--- config.mk ---
export PLATFORM = sky130hd
export DESIGN_NAME = complex_abs_argmax
export DESIGN_NICKNAME = d
export VERILOG_FILES = /design/src/rtl/cabs_pkg.sv /design/src/rtl/cabs_fadd.sv /design/src/rtl/cabs_track.sv /design/src/rtl/complex_abs_argmax.sv
export VERILOG_INCLUDE_DIRS = /design/src /design/src/rtl
export SDC_FILE = /design/constraint.sdc
export NUM_CORES = 1
export LEC_CHECK = 0
export BUFFER_PORTS_ARGS = -buffer_cell sky130_fd_sc_hd__buf_2
export CAP_MARGIN = 20
export CORE_MARGIN = 3
export CORE_UTILIZATION = 30
export CTS_BUF_LIST = sky130_fd_sc_hd__clkbuf_8
export DETAILED_ROUTE_END_ITERATION = 8
export GPL_ROUTABILITY_DRIVEN = 0
export GPL_TIMING_DRIVEN = 0
export SYNTH_ARGS = -nofsm -noshare
export SYNTH_HDL_FRONTEND = slang
export SYNTH_SLANG_ARGS = --single-unit
--- constraint.sdc ---
create_clock -name i_clk -period 12.3 [get_ports i_clk]
set_input_delay 2.46 -clock i_clk [delete_from_list [all_inputs] [get_ports i_clk]]
set_output_delay 2.46 -clock i_clk [all_outputs]
set_load 0.005 [all_outputs]
--- src/rtl/assert_macros.svh ---
// assertion macros shared by the rtl
`ifndef ASSERT_MACROS_SVH
`define ASSERT_MACROS_SVH

// property must hold at every rising clock edge outside reset
`define ASSERT_PROP(label, clk, rst_n, prop) \
    label: assert property (@(posedge clk) disable iff (!(rst_n)) prop) \
        else $error("assertion failed");

// expression must never be true outside reset
`define ASSERT_NEVER(label, clk, rst_n, expr) \
    label: assert property (@(posedge clk) disable iff (!(rst_n)) !(expr)) \
        else $error("forbidden condition");

`endif

--- src/rtl/cabs_pkg.sv ---
// shared types and constants for the complex magnitude argmax block
package cabs_pkg;

    localparam int FLOAT_W        = 32;
    localparam int EXP_W          = 8;
    localparam int FRAC_W         = 23;
    localparam int INDEX_W        = 32;
    localparam int COUNT_BITS_DEF = 32;

    localparam logic [EXP_W-1:0]   EXP_MAX = '1;
    localparam logic [FLOAT_W-2:0] POS_INF = {EXP_MAX, {FRAC_W{1'b0}}};

    typedef struct packed {
        logic [FLOAT_W-1:0] real_part;
        logic [FLOAT_W-1:0] imag_part;
        logic               last;
    } t_in_item;

    typedef struct packed {
        logic [INDEX_W-1:0] max_index;
        logic               hit_nan;
    } t_out_item;

    typedef struct packed {
        logic [FLOAT_W-2:0] mag;
        logic               is_nan;
        logic               last;
    } t_mag_item;

endpackage

--- src/rtl/cabs_fadd.sv ---
// |re|+|im| as a round-to-nearest-even binary32 add of two non-negative values
module cabs_fadd (
    input  logic [cabs_pkg::FLOAT_W-1:0] i_real,
    input  logic [cabs_pkg::FLOAT_W-1:0] i_imag,
    output logic [cabs_pkg::FLOAT_W-2:0] o_mag,
    output logic                         o_nan
);
    localparam int EW = cabs_pkg::EXP_W;
    localparam int FW = cabs_pkg::FRAC_W;
    localparam int SW = FW + 1;
    localparam int AW = SW + 3;
    localparam int WW = SW + AW;

    logic [EW+FW-1:0] a, b, big, sml;
    logic             a_inf, b_inf, a_nan, b_nan;
    logic [EW-1:0]    e_big, e_sml, d;
    logic [4:0]       d_cap;
    logic [SW-1:0]    s_big, s_sml;
    logic [WW-1:0]    wide;
    logic [AW-1:0]    aligned;
    logic [AW:0]      sum;
    logic [AW-1:0]    m;
    logic [EW:0]      e_norm;
    logic [EW-1:0]    e_field;
    logic             rnd_up;
    logic [EW+FW-1:0] packed_mag;

    always_comb begin
        a     = i_real[EW+FW-1:0];
        b     = i_imag[EW+FW-1:0];
        a_inf = (a[EW+FW-1:FW] == cabs_pkg::EXP_MAX) && (a[FW-1:0] == '0);
        b_inf = (b[EW+FW-1:FW] == cabs_pkg::EXP_MAX) && (b[FW-1:0] == '0);
        a_nan = (a[EW+FW-1:FW] == cabs_pkg::EXP_MAX) && (a[FW-1:0] != '0);
        b_nan = (b[EW+FW-1:FW] == cabs_pkg::EXP_MAX) && (b[FW-1:0] != '0);

        if (a >= b) begin
            big = a;
            sml = b;
        end else begin
            big = b;
            sml = a;
        end
        e_big = (big[EW+FW-1:FW] == '0) ? EW'(1) : big[EW+FW-1:FW];
        e_sml = (sml[EW+FW-1:FW] == '0) ? EW'(1) : sml[EW+FW-1:FW];
        s_big = {big[EW+FW-1:FW] != '0, big[FW-1:0]};
        s_sml = {sml[EW+FW-1:FW] != '0, sml[FW-1:0]};
        d     = e_big - e_sml;
        d_cap = (d > EW'(AW)) ? 5'(AW) : d[4:0];

        wide    = {s_sml, {AW{1'b0}}} >> d_cap;
        aligned = {wide[WW-1:SW+1], |wide[SW:0]};
        sum     = {1'b0, s_big, 3'b000} + {1'b0, aligned};

        if (sum[AW]) begin
            m      = {sum[AW:2], sum[1] | sum[0]};
            e_norm = {1'b0, e_big} + (EW+1)'(1);
        end else begin
            m      = sum[AW-1:0];
            e_norm = {1'b0, e_big};
        end
        e_field = m[AW-1] ? e_norm[EW-1:0] : '0;
        rnd_up  = m[2] & (m[1] | m[0] | m[3]);
        packed_mag = {e_field, m[AW-2:3]} + (EW+FW)'(rnd_up);

        o_nan = a_nan | b_nan;
        if (a_inf || b_inf || (e_norm >= {1'b0, cabs_pkg::EXP_MAX})) begin
            o_mag = cabs_pkg::POS_INF;
        end else begin
            o_mag = packed_mag;
        end
    end

endmodule

--- src/rtl/cabs_track.sv ---
// running maximum, position counter and result register
module cabs_track #(
    parameter int COUNT_BITS = cabs_pkg::COUNT_BITS_DEF
) (
    input  logic                i_clk,
    input  logic                i_rst_n,
    input  logic                i_valid,
    input  cabs_pkg::t_mag_item i_mag,
    output logic                o_take,
    output logic                o_out_valid,
    input  logic                i_out_stall,
    output cabs_pkg::t_out_item o_out_item
);
    localparam int IW = cabs_pkg::INDEX_W;
    localparam int XW = (COUNT_BITS > IW) ? COUNT_BITS : IW;

    logic [cabs_pkg::FLOAT_W-2:0] r_best, n_best;
    logic [COUNT_BITS-1:0]        r_pos, n_pos, r_count, n_count;
    logic                         r_nan, n_nan;
    logic                         r_out_valid;
    cabs_pkg::t_out_item          r_out_item;
    logic                         out_free;
    logic [XW-1:0]                pos_ext;
    logic [IW-1:0]                index;

    assign out_free = !r_out_valid || !i_out_stall;
    assign o_take   = i_valid && (!i_mag.last || out_free);

    always_comb begin
        n_best = r_best;
        n_pos  = r_pos;
        n_nan  = r_nan;
        if (!r_nan) begin
            if (i_mag.is_nan) begin
                n_nan = 1'b1;
                n_pos = r_count;
            end else if ((r_count == '0) || (i_mag.mag > r_best)) begin
                n_best = i_mag.mag;
                n_pos  = r_count;
            end
        end
        n_count = (r_count == '1) ? r_count : r_count + COUNT_BITS'(1);
        pos_ext = XW'(n_pos);
    end

    generate
        if (XW > IW) begin : g_wide
            assign index = (|pos_ext[XW-1:IW]) ? '1 : pos_ext[IW-1:0];
        end else begin : g_narrow
            assign index = pos_ext[IW-1:0];
        end
    endgenerate

    always_ff @(posedge i_clk) begin
        if (!i_rst_n) begin
            r_best      <= '0;
            r_pos       <= '0;
            r_count     <= '0;
            r_nan       <= 1'b0;
            r_out_valid <= 1'b0;
        end else begin
            if (o_take && i_mag.last) begin
                r_out_valid <= 1'b1;
            end else if (out_free) begin
                r_out_valid <= 1'b0;
            end
            if (o_take) begin
                if (i_mag.last) begin
                    r_best  <= '0;
                    r_pos   <= '0;
                    r_count <= '0;
                    r_nan   <= 1'b0;
                end else begin
                    r_best  <= n_best;
                    r_pos   <= n_pos;
                    r_count <= n_count;
                    r_nan   <= n_nan;
                end
            end
        end
    end

    always_ff @(posedge i_clk) begin
        if (o_take && i_mag.last) begin
            r_out_item.max_index <= index;
            r_out_item.hit_nan   <= n_nan;
        end
    end

    assign o_out_valid = r_out_valid;
    assign o_out_item  = r_out_item;

endmodule

--- src/rtl/complex_abs_argmax.sv ---
// top level of the complex magnitude argmax block
// Streams complex binary32 elements, one per transfer, and returns the zero-based index of
// the first element with the largest |re|+|im| (or of the first NaN) on the transfer marked
// last. Three register stages: input, magnitude add, then running compare with the result
// register. One element is taken every cycle unless the pipeline stalls; the only feedback
// is the single compare against the held maximum. A held result stalls only a following
// last element, never the elements before it.
`include "assert_macros.svh"

module complex_abs_argmax #(
    parameter int COUNT_BITS = cabs_pkg::COUNT_BITS_DEF
) (
    input  logic                i_clk,
    input  logic                i_rst_n,
    input  logic                i_in_valid,
    output logic                o_in_stall,
    input  cabs_pkg::t_in_item  i_in_item,
    output logic                o_out_valid,
    input  logic                i_out_stall,
    output cabs_pkg::t_out_item o_out_item
);
    logic                         r_v1, r_v2;
    cabs_pkg::t_in_item           r_s1;
    cabs_pkg::t_mag_item          r_s2, n_s2;
    logic [cabs_pkg::FLOAT_W-2:0] w_mag;
    logic                         w_nan;
    logic                         w_take;
    logic                         s2_load, s1_load;

    assign s2_load    = !r_v2 || w_take;
    assign s1_load    = !r_v1 || s2_load;
    assign o_in_stall = !s1_load;

    cabs_fadd u_fadd (
        .i_real (r_s1.real_part),
        .i_imag (r_s1.imag_part),
        .o_mag  (w_mag),
        .o_nan  (w_nan)
    );

    always_comb begin
        n_s2.mag    = w_mag;
        n_s2.is_nan = w_nan;
        n_s2.last   = r_s1.last;
    end

    always_ff @(posedge i_clk) begin
        if (!i_rst_n) begin
            r_v1 <= 1'b0;
            r_v2 <= 1'b0;
        end else begin
            if (s1_load) begin
                r_v1 <= i_in_valid;
            end
            if (s2_load) begin
                r_v2 <= r_v1;
            end
        end
    end

    always_ff @(posedge i_clk) begin
        if (s1_load && i_in_valid) begin
            r_s1 <= i_in_item;
        end
        if (s2_load && r_v1) begin
            r_s2 <= n_s2;
        end
    end

    cabs_track #(
        .COUNT_BITS (COUNT_BITS)
    ) u_track (
        .i_clk       (i_clk),
        .i_rst_n     (i_rst_n),
        .i_valid     (r_v2),
        .i_mag       (r_s2),
        .o_take      (w_take),
        .o_out_valid (o_out_valid),
        .i_out_stall (i_out_stall),
        .o_out_item  (o_out_item)
    );

    // a result only follows a last element taken by the compare stage
    `ASSERT_PROP(a_result_after_last, i_clk, i_rst_n, $rose(o_out_valid) |-> $past(w_take && r_s2.last))
    // a waiting magnitude is never dropped
    `ASSERT_PROP(a_s2_held, i_clk, i_rst_n, (r_v2 && !w_take) |=> (r_v2 && $stable(r_s2)))
    // a waiting input stage item is never dropped
    `ASSERT_PROP(a_s1_held, i_clk, i_rst_n, (r_v1 && !s1_load) |=> (r_v1 && $stable(r_s1)))
    // a last element never enters compare while a result is held and stalled
    `ASSERT_NEVER(a_no_overwrite, i_clk, i_rst_n, w_take && r_s2.last && o_out_valid && i_out_stall)

endmodule

Word level (Yosys, flattened, before mapping)
Cells that the tools add are included.

operators by class
  add/sub/neg operators = 5
  multipliers = 0
  div/mod/pow operators = 0
  magnitude comparators = 4
  equality and inequality tests = 6
  shift operators = 1
  multiplexer cells = 23
  bitwise operators = 5
  reduce and logical (&&, ||, !) cells = 35

operator list
  operator                 number
  $mux W32                 6
  $mux W31                 6
  $shr A51 B5 Y51          1
  $logic_not A23 Y1        2
  $reduce_bool A23 Y1      2
  $add A32 B1 Y32 const B  1
  $eq A32 B32 Y1 const B   1
  $logic_not A32 Y1        1
  $add A31 B1 Y31          1
  $ge A31 B31 Y1           1
  $gt A31 B31 Y1           1
  $add A27 B27 Y28         1
  $mux W27                 1
  $reduce_or A25 Y1        1
  $mux W8                  3
  $eq A8 B8 Y1 const B     2
  $logic_not A8 Y1         2
  $reduce_bool A8 Y1       2
  $add A8 B1 Y9 const B    1
  $ge A9 B8 Y1 const B     1
  $mux W9                  1
  $gt A8 B5 Y1 const B     1
  $logic_and A1 B1 Y1      8
  $sub A8 B8 Y8            1
  other kinds (10)         31

storage, ports and cells
  flip-flop bits (word level) = 228
  latch bits = 0
  memory bits (writable) = 0
  bits in read-only memories = 0
  bits of input ports = 69
  output and inout port bits = 35
  logic and storage cells = 94
  memories = 0

Depth between registers and ports, before layout
  depth after elaboration = 16
  mapped depth = 55
  depth with buffers taken out = 42

By module
Synthesis repeated with hierarchy kept, for this count alone.

second synthesis, totals
  cell total of the unflattened synthesis = 1767
  area, all modules = 16007.9 sq um

by module, submodules not included
  module              times used  cells each  area each (sq um)  seq. area each (sq um)
  cabs_fadd           1           1116        7161.9             0.0
  cabs_track          1           545         5820.6             2932.8
  complex_abs_argmax  1           106         3025.4             2982.9

Worst setup path before layout
Ideal clock, no wire load.

  path kind = reg-to-reg
  start point = register r_s1[23] (netlist name)
  end point = register r_s2[18] (netlist name), data pin
  setup time = 0.266 ns
  arrival = 10.681 ns
  required time = 12.034 ns
  setup slack = 1.353 ns
  stages on the path, launching flop included = 50
  path buffers = 14
  clock period less this slack = 10.947 ns
  cell sequence = edfxtp_1 -> inv_1 -> ha_1 -> a21oi_1 -> o21ai_0 -> a22oi_1 -> nand2_1 -> a21oi_1 -> clkbuf_1 -> clkbuf_1 -> clkbuf_1 -> buf_1 -> clkbuf_1 -> a21oi_1 -> ha_1 -> and3b_1 -> o211a_1 -> o211a_1 -> [... 14 more ...] -> o21ai_1 -> a21oi_1 -> o21a_1 -> o21ai_1 -> a31oi_1 -> or2_1 -> clkbuf_1 -> clkbuf_1 -> clkbuf_1 -> buf_1 -> mux2i_1 -> ha_1 -> o21a_1 -> or3b_2 -> a211oi_1 -> nand2_1 -> xnor2_1 -> nor2_1

between the ends
  cells in the longest elaborated chain, start to end = 16
  elaborated cells on any way between the ends = 28
  classes of those cells = add/sub (4); order compare (3); shift (1); mux (7); bitwise (4); reduce/logical (9)

ends and longest elaborated chain
  element                              RTL line                          RTL
  start: declaration                   complex_abs_argmax.sv:23          cabs_pkg::t_in_item r_s1;
  start signal: assignment             complex_abs_argmax.sv:63          r_s1 <= i_in_item;
  $ge A31 B31 Y1                       cabs_fadd.sv:36                   if (a >= b) begin
  $mux W31                             cabs_fadd.sv:36
  $logic_not A8 Y1 (on tied branches)  cabs_fadd.sv:43, cabs_fadd.sv:44
  $mux W8 (on tied branches)           cabs_fadd.sv:43, cabs_fadd.sv:44
  $sub A8 B8 Y8                        cabs_fadd.sv:47                   d = e_big - e_sml;
  $gt A8 B5 Y1                         cabs_fadd.sv:48                   d_cap = (d > EW'(AW)) ? 5'(AW) : d[4:0];
  $mux W5                              cabs_fadd.sv:48
  $shr A51 B5 Y51                      cabs_fadd.sv:50                   wide = {s_sml, {AW{1'b0}}} >> d_cap;
  $reduce_or A25 Y1                    cabs_fadd.sv:51                   aligned = {wide[WW-1:SW+1], |wide[SW:0]};
  $add A27 B27 Y28                     cabs_fadd.sv:52                   sum = {1'b0, s_big, 3'b000} + {1'b0, aligned};
  $or A1 B1 Y1                         cabs_fadd.sv:55                   m = {sum[AW:2], sum[1] | sum[0]};
  $mux W27                             cabs_fadd.sv:54                   if (sum[AW]) begin
  $or A1 B1 Y1 (2 in series)           cabs_fadd.sv:62                   rnd_up = m[2] & (m[1] | m[0] | m[3]);
  $and A1 B1 Y1                        cabs_fadd.sv:62
  $add A31 B1 Y31                      cabs_fadd.sv:63                   packed_mag = {e_field, m[AW-2:3]} + (EW+FW)'(rnd_up);
  end signal: assignment               complex_abs_argmax.sv:66          r_s2 <= n_s2;
  end: declaration                     complex_abs_argmax.sv:24          cabs_pkg::t_mag_item r_s2, n_s2;

Parallel ways exist; a longest one is shown, timed or not.
A chain may end at the register's enable or synchronous reset.

Worst setup path after layout
  start point = register r_s1[3] (netlist name)
  end point = register r_s2[31] (netlist name), data pin

The elaborated chain is that of the path after synthesis.

==> results.md <==
- Status: complete, no violations
- Die X: 239 um
- Syn_nets: 1976
- Post-Syn Instances: 1807
- Top delay family on crit path: compound AO/OA/AOI/OAI gates
- CP Data Arrival Time: 12.05 ns
- Worst setup SP type: flop
- Vias in the first global route: 14562
- Max Clock Freq: 85.2 MHz
- Clk slew on worst S/H paths: 0.06 ns
- Buf+Inv Stages, Crit Path: 8
- Worst-skew pair later-pin latency: 0.61 ns
- Gr usage total: 0.172
- Port Buffers: 101
- Netlist cell types: 98
- Combinational power share: 0.526
- # placed instances: 2598
- R2R Setup Slk: 0.56 ns
- R2r endpoint: r_s2[31]$_SDFFCE_PP1P_
- Setup Skew: 0.0375 ns
- Nets: 2124
- Fraction of layout cells with a size suffix above 1: 0.147
- Clock share of power: 0.203
- Global-route wire length before repair: 79000 um
- Leading area contributor after synthesis: edfxtp_1
- DR DRC count: 0
- Crit-path most repeated cell: a21oi_1
- Die Area: 57000 sq um
- Lkg Pwr: 0.00712 uW
- Hold Path Origin: n_s2[0]$_DFFE_PP_
- CTS Buffer Depth: 3
- Wire per inst: 18.9 um
- Synth Warn #: 0
- CP max stage cell: a22oi_1
- Post-synthesis sequential area ratio: 0.360
- Initial DRC Count: 1453
- Final Critical Period: 11.74 ns
- CTS tree: built
- Fillers: 5428
- TritonCTS buffer count: 37
- Endpoint class of the critical path: flop
- Post-DR vias/cell: 5.62
- Total congestion overflow: 0
- Row Count: 84
- Area grow syn2layout: 14.8%
- Initial antenna violation count: 0
- Final setup fails: 0
- Top cell type's share of synthesized area: 0.238
- Peak supply drop: 108 uV
- Period Utilization, post-route: 0.954
- Max_cap viols: 0
- CP Data Required Time: 12.61 ns
- Final Max Tran Viols: 0
- Net Sw Power: 1500 uW
- Placeable core area: 53100 sq um
- R2r worst-path depth: 41
- Crit Path Class: flop to flop
- Worst Path Max Fanout: 10
- Initial core utilization: 0.306
- Ys flop type: edfxtp_1
- Power share of the sequential group: 0.271
- Net Sw Frac: 0.450
- Internal power: 1840 uW
- Area contributors post-synth: edfxtp_1 (24%), dfxtp_1 (12%), ha_1 (7.5%), a21oi_1 (4.1%), mux2i_1 (3.8%)
- Die Ht: 239 um
- Number of hold violations in the final report: 0
- Asr flop ratio synth: 0
- Util after Layout: 0.352
- Worst slew margin: 0.375
- Drt total wl: 50500 um
- Post-route insts no fill: 2670
- Pwr dens: 179 nW/um^2
- # hold bufs at CTS: 0
- Hold Path Depth: 0
- 1st-pass router iterations: 6
- Io pins: 104
- Max incr delay on CP: 0.63 ns
- CTS root buffer: clkbuf_8
- H-tree depth: 2
- Detailed Place HPWL: 38500 um
- Syn Area/Cell: 9.00 sq um
- Antenna-violating nets left: 0
- Tightest Hold Check Type: flop to flop
- # clock sinks: 228
- DR vias: 14998
- Post-synth EDFFs: 129
- Worst-Margin Slew: 0.930 ns
- Cell area after synthesis: 16300 sq um
- Largest net degree at the start of global routing: 39
- Flops & latches, synth: 228
- R2R Path Start: r_s1[3]$_DFFE_PP_
- Hold endpoint: r_s2[0]$_DFFE_PP_
[routing by layer]
metal  global-route usage  share of wire  vias up
met4               0.0891          0.051        0
li1                     -              -     7118
met1                0.216           0.42     6955
met2                0.281           0.45      741
met3               0.0353          0.081      184
met5                    0              0        -
[synthesized netlist by cell type, types with 14 or more instances]
master,count
nor2_1,142
a21oi_1,133
nand2_1,130
edfxtp_1,129
inv_1,105
dfxtp_1,99
ha_1,98
o21ai_0,83
a22o_1,66
clkbuf_1,65
mux2i_1,61
nand3_1,56
nor3_1,43
xnor2_1,40
mux2_2,38
xor2_1,37
nand4_1,34
nor4_1,34
a31oi_1,25
a211oi_1,19
a22oi_1,19
a21o_1,18
and2_1,17
o21a_1,17
or3_1,17
and3_1,16
buf_1,15
nand2b_1,14
nor2b_1,14
o211ai_1,14
[stage by stage]
stage	setup TNS (ns)	power, uW	cell area [sq um]	hold slack [ns]	setup WS (ns)
global route	-0.00690	3530	18700	0.446	-0.00690
CTS	0	3270	18500	0.433	0.120
detailed placement	-65.27	2560	17700	0.413	-3.03
floorplan	0	2110	16300	0.400	1.35
global placement	-65.10	2540	17600	0.409	-2.98
finish	0	3340	18700	0.430	0.562
[power by group through the flow]
| stage | clock [uW] | combinational (uW) | sequential, uW |
|---|---|---|---|
| after CTS | 707 | 1660 | 904 |
| final | 677 | 1750 | 905 |
| after detailed placement | 0 | 1640 | 919 |
| after global placement | 0 | 1620 | 920 |
| after floorplan | 0 | 1210 | 902 |
| after global routing | 744 | 1880 | 908 |
[layout make-up]
type,instances,area [sq um],area share
multi-input cells,1373,9710,0.520
flip-flops and latches,228,5860,0.314
well taps,688,861,0.0461
repair buffers,112,621,0.0332
clock buffers,40,551,0.0295
plain buffers,98,465,0.0249
inverters,105,394,0.0211
clock inverters,25,201,0.0108
diodes,1,2.50,0.000134
[flip-flops by register name, summed over array words and instances (netlist names)]
signal	cells
u_track.r_count	32
u_track.o_out_valid	1
u_track.o_out_item	33
r_v1	1
r_s1	62
r_v2	1
u_track.r_pos	32
r_s2	33
n_s2	1
u_track.r_nan	1
u_track.r_best	31
[cells by family after synthesis]
logic type	count (synthesis)	synth area share
mux	103	0.0694
simple gates	561	0.174
buf+inv	206	0.0507
xor+xnor	77	0.0415
compound gates	532	0.226
flops	228	0.360
fa+ha+maj	100	0.0779
[cell usage in the layout, fill, tap and decap left out, drive strengths merged, types with 34 or more instances in the layout]
master	netlist	final
a21oi	134	134
a22o	66	66
buf	35	142
clkbuf	66	108
dfxtp	99	99
edfxtp	129	129
ha	98	98
inv	105	118
mux2	38	38
mux2i	61	61
nand2	130	130
nand3	58	58
nand4	34	34
nor2	142	142
nor3	47	47
nor4	36	36
o21ai	95	95
xnor2	40	40
xor2	37	37
[worst max path at each step]
stage	startpoint	cells after the start	endpoint	slack (ns)
detailed placement	r_s1[23]$_DFFE_PP_	49	r_s2[18]$_SDFFCE_PP0P_	-3.03
CTS	r_s1[3]$_DFFE_PP_	52	r_s2[30]$_SDFFCE_PP1P_	0.12
global route	r_s1[3]$_DFFE_PP_	48	r_s2[18]$_SDFFCE_PP0P_	-0.007
finish	r_s1[3]$_DFFE_PP_	41	r_s2[31]$_SDFFCE_PP1P_	0.56
global placement	r_s1[23]$_DFFE_PP_	49	r_s2[18]$_SDFFCE_PP0P_	-2.98
floorplan	r_s1[23]$_DFFE_PP_	49	r_s2[18]$_SDFFCE_PP0P_	1.35
[timing repair]
action                                  CTS  global route
setup buffers                             1             8
endpoints found under the setup margin   31            30
pin swaps                                 1             4
hold endpoints to repair                  0             0
resized for setup                        27            28
Note: power is estimated with default switching activity, not from simulation.
